===== config.mk =====
export PLATFORM = sky130hd
export DESIGN_NAME = deq_front
export DESIGN_NICKNAME = d
export VERILOG_FILES = /design/src/rtl/deq_pkg.sv /design/src/rtl/deq_front.sv
export SDC_FILE = /design/constraint.sdc
export NUM_CORES = 1
export LEC_CHECK = 0
export BUFFER_PORTS_ARGS = -buffer_cell sky130_fd_sc_hd__buf_2
export CAP_MARGIN = 20
export CORE_MARGIN = 1.5
export CORE_UTILIZATION = 44
export DETAILED_ROUTE_END_ITERATION = 8
export PLACE_DENSITY = 0.72
export RECOVER_POWER = 100
export SLEW_MARGIN = 20
export SYNTH_ARGS = -nofsm -noshare
export SYNTH_HDL_FRONTEND = slang
export SYNTH_SLANG_ARGS = --single-unit

===== constraint.sdc =====
create_clock -name clk -period 6.7 [get_ports clk]
set_input_delay 1.34 -clock clk [delete_from_list [all_inputs] [get_ports clk]]
set_output_delay 1.34 -clock clk [all_outputs]
set_load 0.005 [all_outputs]

===== src/rtl/deq_pkg.sv =====
// shared types and codes for the double-ended queue
package deq_pkg;

  typedef enum logic [2:0] {
    OP_PUSH_FRONT = 3'd0,
    OP_PUSH_BACK  = 3'd1,
    OP_POP_FRONT  = 3'd2,
    OP_POP_BACK   = 3'd3,
    OP_PEEK_FRONT = 3'd4,
    OP_PEEK_BACK  = 3'd5,
    OP_READ_IDX   = 3'd6,
    OP_CLEAR      = 3'd7
  } op_t;

  typedef enum logic [1:0] {
    ST_OK     = 2'd0,
    ST_EMPTY  = 2'd1,
    ST_BOUNDS = 2'd2,
    ST_FULL   = 2'd3
  } status_t;

  localparam int unsigned OPCODE_W   = 3;
  localparam int unsigned VALUE_W    = 32;
  localparam int unsigned POSITION_W = 8;
  localparam int unsigned STATUS_W   = 2;
  localparam int unsigned OCC_W      = 9;

  typedef struct packed {
    op_t                   op;
    logic [POSITION_W-1:0] pos;
  } cmd_t;

endpackage


===== src/rtl/deq_front.sv =====
// front end: accepts items, decodes them and queues commands for the back end
module deq_front #(
  parameter int unsigned DATA_WIDTH = 32
) (
  input  logic                           clk,
  input  logic                           rst_n,
  input  logic                           in_valid,
  output logic                           in_stall,
  input  logic [deq_pkg::OPCODE_W-1:0]   in_opcode,
  input  logic [deq_pkg::VALUE_W-1:0]    in_value_in,
  input  logic [deq_pkg::POSITION_W-1:0] in_position,
  output logic                           cmd_valid,
  input  logic                           cmd_take,
  output deq_pkg::cmd_t                  cmd,
  output logic [DATA_WIDTH-1:0]          cmd_data
);

  deq_pkg::cmd_t                        q_cmd_r  [2];
  logic [DATA_WIDTH-1:0]                q_data_r [2];
  logic                                 wr_ptr_r;
  logic                                 rd_ptr_r;
  logic [1:0]                           q_cnt_r;
  logic                                 push;
  logic                                 pop;
  deq_pkg::cmd_t                        dec_cmd;
  logic [DATA_WIDTH+deq_pkg::VALUE_W-1:0] data_ext;

  assign in_stall = (q_cnt_r == 2'd2);
  assign push     = in_valid && !in_stall;
  assign pop      = cmd_take && (q_cnt_r != 2'd0);

  // data kept to the storage width
  assign data_ext    = {{DATA_WIDTH{1'b0}}, in_value_in};
  assign dec_cmd.op  = deq_pkg::op_t'(in_opcode);
  assign dec_cmd.pos = in_position;

  always_ff @(posedge clk) begin
    if (!rst_n) begin
      wr_ptr_r <= 1'b0;
      rd_ptr_r <= 1'b0;
      q_cnt_r  <= 2'd0;
    end else begin
      if (push) begin
        q_cmd_r[wr_ptr_r]  <= dec_cmd;
        q_data_r[wr_ptr_r] <= data_ext[DATA_WIDTH-1:0];
        wr_ptr_r           <= ~wr_ptr_r;
      end
      if (pop) begin
        rd_ptr_r <= ~rd_ptr_r;
      end
      if (push && !pop) begin
        q_cnt_r <= q_cnt_r + 2'd1;
      end else if (pop && !push) begin
        q_cnt_r <= q_cnt_r - 2'd1;
      end
    end
  end

  assign cmd_valid = (q_cnt_r != 2'd0);
  assign cmd       = q_cmd_r[rd_ptr_r];
  assign cmd_data  = q_data_r[rd_ptr_r];

endmodule


==> results by group <==
Run status
  • Status: finished with violations
  • Violated checks: capacitance limit, slew limit

Power
  • Pwr dens: 324 mW/mm²
  • Internal power: 0.000968 W
  • Combinational group share of total power: 0.199
  • Clock power frac: 0.240
  • Psw: 0.000337 W
  • Leakage: 1.41 nW
  • Switching share of power: 0.258
  • Seq pwr share: 0.561
  • Maximum vdd drop: 215 µV

Global routing
  • Total track usage: 0.140
  • Number of antenna violations at the first check in global routing: 0
  • Grt total ovfl: 0
  • Largest net degree at the start of global routing: 44
  • First-pass GRT wire length: 8580 µm
  • Vias in the first global route: 1760

Placement
  • Detailed Place HPWL: 3450 µm
  • DP Worst Slack: 3.72 ns
  • Placed Area: 0.00390 mm²
  • PortBufs: 91
  • RD Place Congestion: 0.661

STA
  • Crit share post-route: 0.587
  • TNS Setup: 0 ns
  • Slew Limit Fails: 132
  • Final hold viol count: 0
  • # setup viols final: 0
  • Worst slew pin tran: 2.47 ns
  • Fmax: 254 MHz
  • Post-route minimum period: 3.93 ns
  • Layout Skew: 0.00544 ns
  • Setup ws final: 2.77 ns
  • RSZ-0062 raised after global routing: no
  • Slew margin rel.: -0.649
  • Fin Hold WS: 0.534 ns

Floorplan
  • Starting Density: 0.457
  • Ports: 92
  • Row Count: 31
  • Die height: 90.0 µm
  • Die width: 90.0 µm
  • Core Region: 0.00729 mm²
  • Die ar.: 0.00810 mm²

CTS
  • Clock Sinks: 91
  • Worst skew pair latency: 0.34 ns
  • Setup repair bufs after CTS: 0
  • CTS H-tree depth: 3
  • CTS tree: done
  • Root Buffer Master: clkbuf_8
  • Clock transition at path regs: 0.08 ns
  • Total CTS buffers: 9
  • Longest Clk Path Bufs: 2
  • Post-CTS sizing: 0
  • CTS Hold Bufs: 0

Synth
  • Yosys warns: 0
  • EDFF count, synth: 86
  • Cells after synthesis: 159
  • Post-synth cell types: 18
  • Seq cells post-synth: 91
  • Asr flop ratio synth: 0
  • Main synth FF type: edfxtp_1
  • Syn nets: 207
  • Mapped Area: 0.00333 mm²
  • Register area share after synthesis: 0.806
  • Syn_area_per_cell: 20.9 µm²

Finish
  • Share of cells above drive strength 1: 0.475
  • Fin nets: 305
  • Area added between synthesis and finish: 20.8%
  • Antenna cells: 0
  • Finished Cell Area: 0.00402 mm²

Critical path
  • R2r setup slk: 3.66 ns
  • R2r worst-path depth: 3
  • Crit path buf inv count: 1
  • Worst Path Required: 5.36 ns
  • RR Endpoint: q_data_r[0][5]
  • R2R Path Start: q_cnt_r[0]
  • Worst path cell trace: mux2_2 -> buf_2
  • Critical path class: flip-flop to output pin
  • CP Max Fanout: 43
  • Slowest-stage cell, CP: dfxtp_1
  • Crit path largest cell delay: 1.65 ns
  • Critical Path Sink Type: output pin
  • Setup crit end: cmd_data[24]
  • Worst path top cell family by delay: flip-flops
  • Stages on the worst setup path: 2
  • Critical Path AT: 2.59 ns
  • Setup crit start kind: flip-flop

Route
  • Total Wirelength: 5490 µm
  • Number of routed nets with antenna violations: 0
  • First-pass iteration count of the detailed router: 4
  • Via-per-instance ratio: 4.79
  • WL/cell: 15.3 µm
  • DRT iter0 DRCs: 79
  • DRC viols: 0
  • DR vias: 1723

Job
  • MaxCap Viol Count: 3

Hold path
  • Hold Path Class: flip-flop to flip-flop
[through the flow]
step / power [W] / utilization / cells
2_1_floorplan: 0.000899 / - / 159
3_3_place_gp: 0.00101 / 0.535 / 345
3_5_place_dp: 0.00102 / 0.535 / 345
4_1_cts: 0.00133 / 0.558 / 360
5_1_grt: 0.00137 / 0.552 / 360
6_report: 0.00130 / 0.552 / 360
[how the worst min path moves through the flow]
stage                     cells past startpoint  slack [ns]  startpoint    endpoint
after floorplan                               2        0.47    wr_ptr_r    wr_ptr_r
after global placement                        2        0.50    wr_ptr_r    wr_ptr_r
after detailed placement                      2        0.52  q_cnt_r[1]  q_cnt_r[1]
after CTS                                     2        0.53  q_cnt_r[1]  q_cnt_r[1]
after global routing                          2        0.57  q_cnt_r[1]  q_cnt_r[1]
final                                         2        0.53  q_cnt_r[1]  q_cnt_r[1]
[power by group through the flow]
stage          sequential (W)  clock [W]  combinational (W)
4_1_cts              0.000733   0.000323           0.000271
6_report             0.000732   0.000313           0.000260
3_5_place_dp         0.000746          0           0.000270
2_1_floorplan        0.000707          0           0.000192
5_1_grt              0.000744   0.000343           0.000286
3_3_place_gp         0.000744          0           0.000264
[per-layer routing]
layer / track usage / share of wire / vias up
met1: 0.169 / 0.41 / 851
met4: 0.0767 / 0.024 / 0
li1: - / - / 813
met5: 0 / 0 / -
met3: 0.0313 / 0.043 / 10
met2: 0.234 / 0.52 / 49
[layout by cell type, fill, tap and decap left out, types with 2 or more instances in the layout]
cell type   instances
or3_1               2
and2_0              2
dfxtp_1             5
edfxtp_1           86
clkinvlp_4          4
o21ai_0             3
clkbuf_8            9
a21boi_0            2
xnor2_1             2
mux2_2             41
buf_2              67
mux2_1              2
clkbuf_1           25
[synthesized netlist by cell type, types with 2 or more instances]
library cell	instances	area, µm²
a21boi_1	2	15.0
dfxtp_1	5	100
o21ai_0	2	10.0
edfxtp_1	86	2580
xnor2_1	2	17.5
or3_1	2	12.5
and2_1	3	18.8
mux2_2	43	484
buf_2	5	25.0
[layout make-up]
class,count,area [µm²]
inverter,1,3.75
clock inverter,6,43.8
clock buffer,9,124
sequential,91,2680
fill,636,3270
multi-input combinational,62,616
timing repair buffer,92,429
tap,99,124
[cell families (layout without fill, tap and decap cells)]
group / Yosys count / in the layout / synth area share
flops: 91 / 91 / 0.806
mux: 43 / 43 / 0.145
simple gates: 10 / 10 / 0.0195
buf+inv: 6 / 108 / 0.00864
compound gates: 5 / 5 / 0.00902
xor+xnor: 3 / 3 / 0.00789
fa+ha+maj: 1 / 1 / 0.00376
[state kept, by name, indices dropped and copies added, names as in the netlist, named ones only]
name and cells:
wr_ptr_r 1, q_cmd_r 22, q_data_r 64, q_cnt_r 2, rd_ptr_r 1
[worst register-to-register path, delay by kind of cell (launching register included)]
family        cells  cell delay [ns]
buf+inv           1             1.80
flops             1             0.42
simple gates      2             0.38
Power figures use the tool's default switching activity.
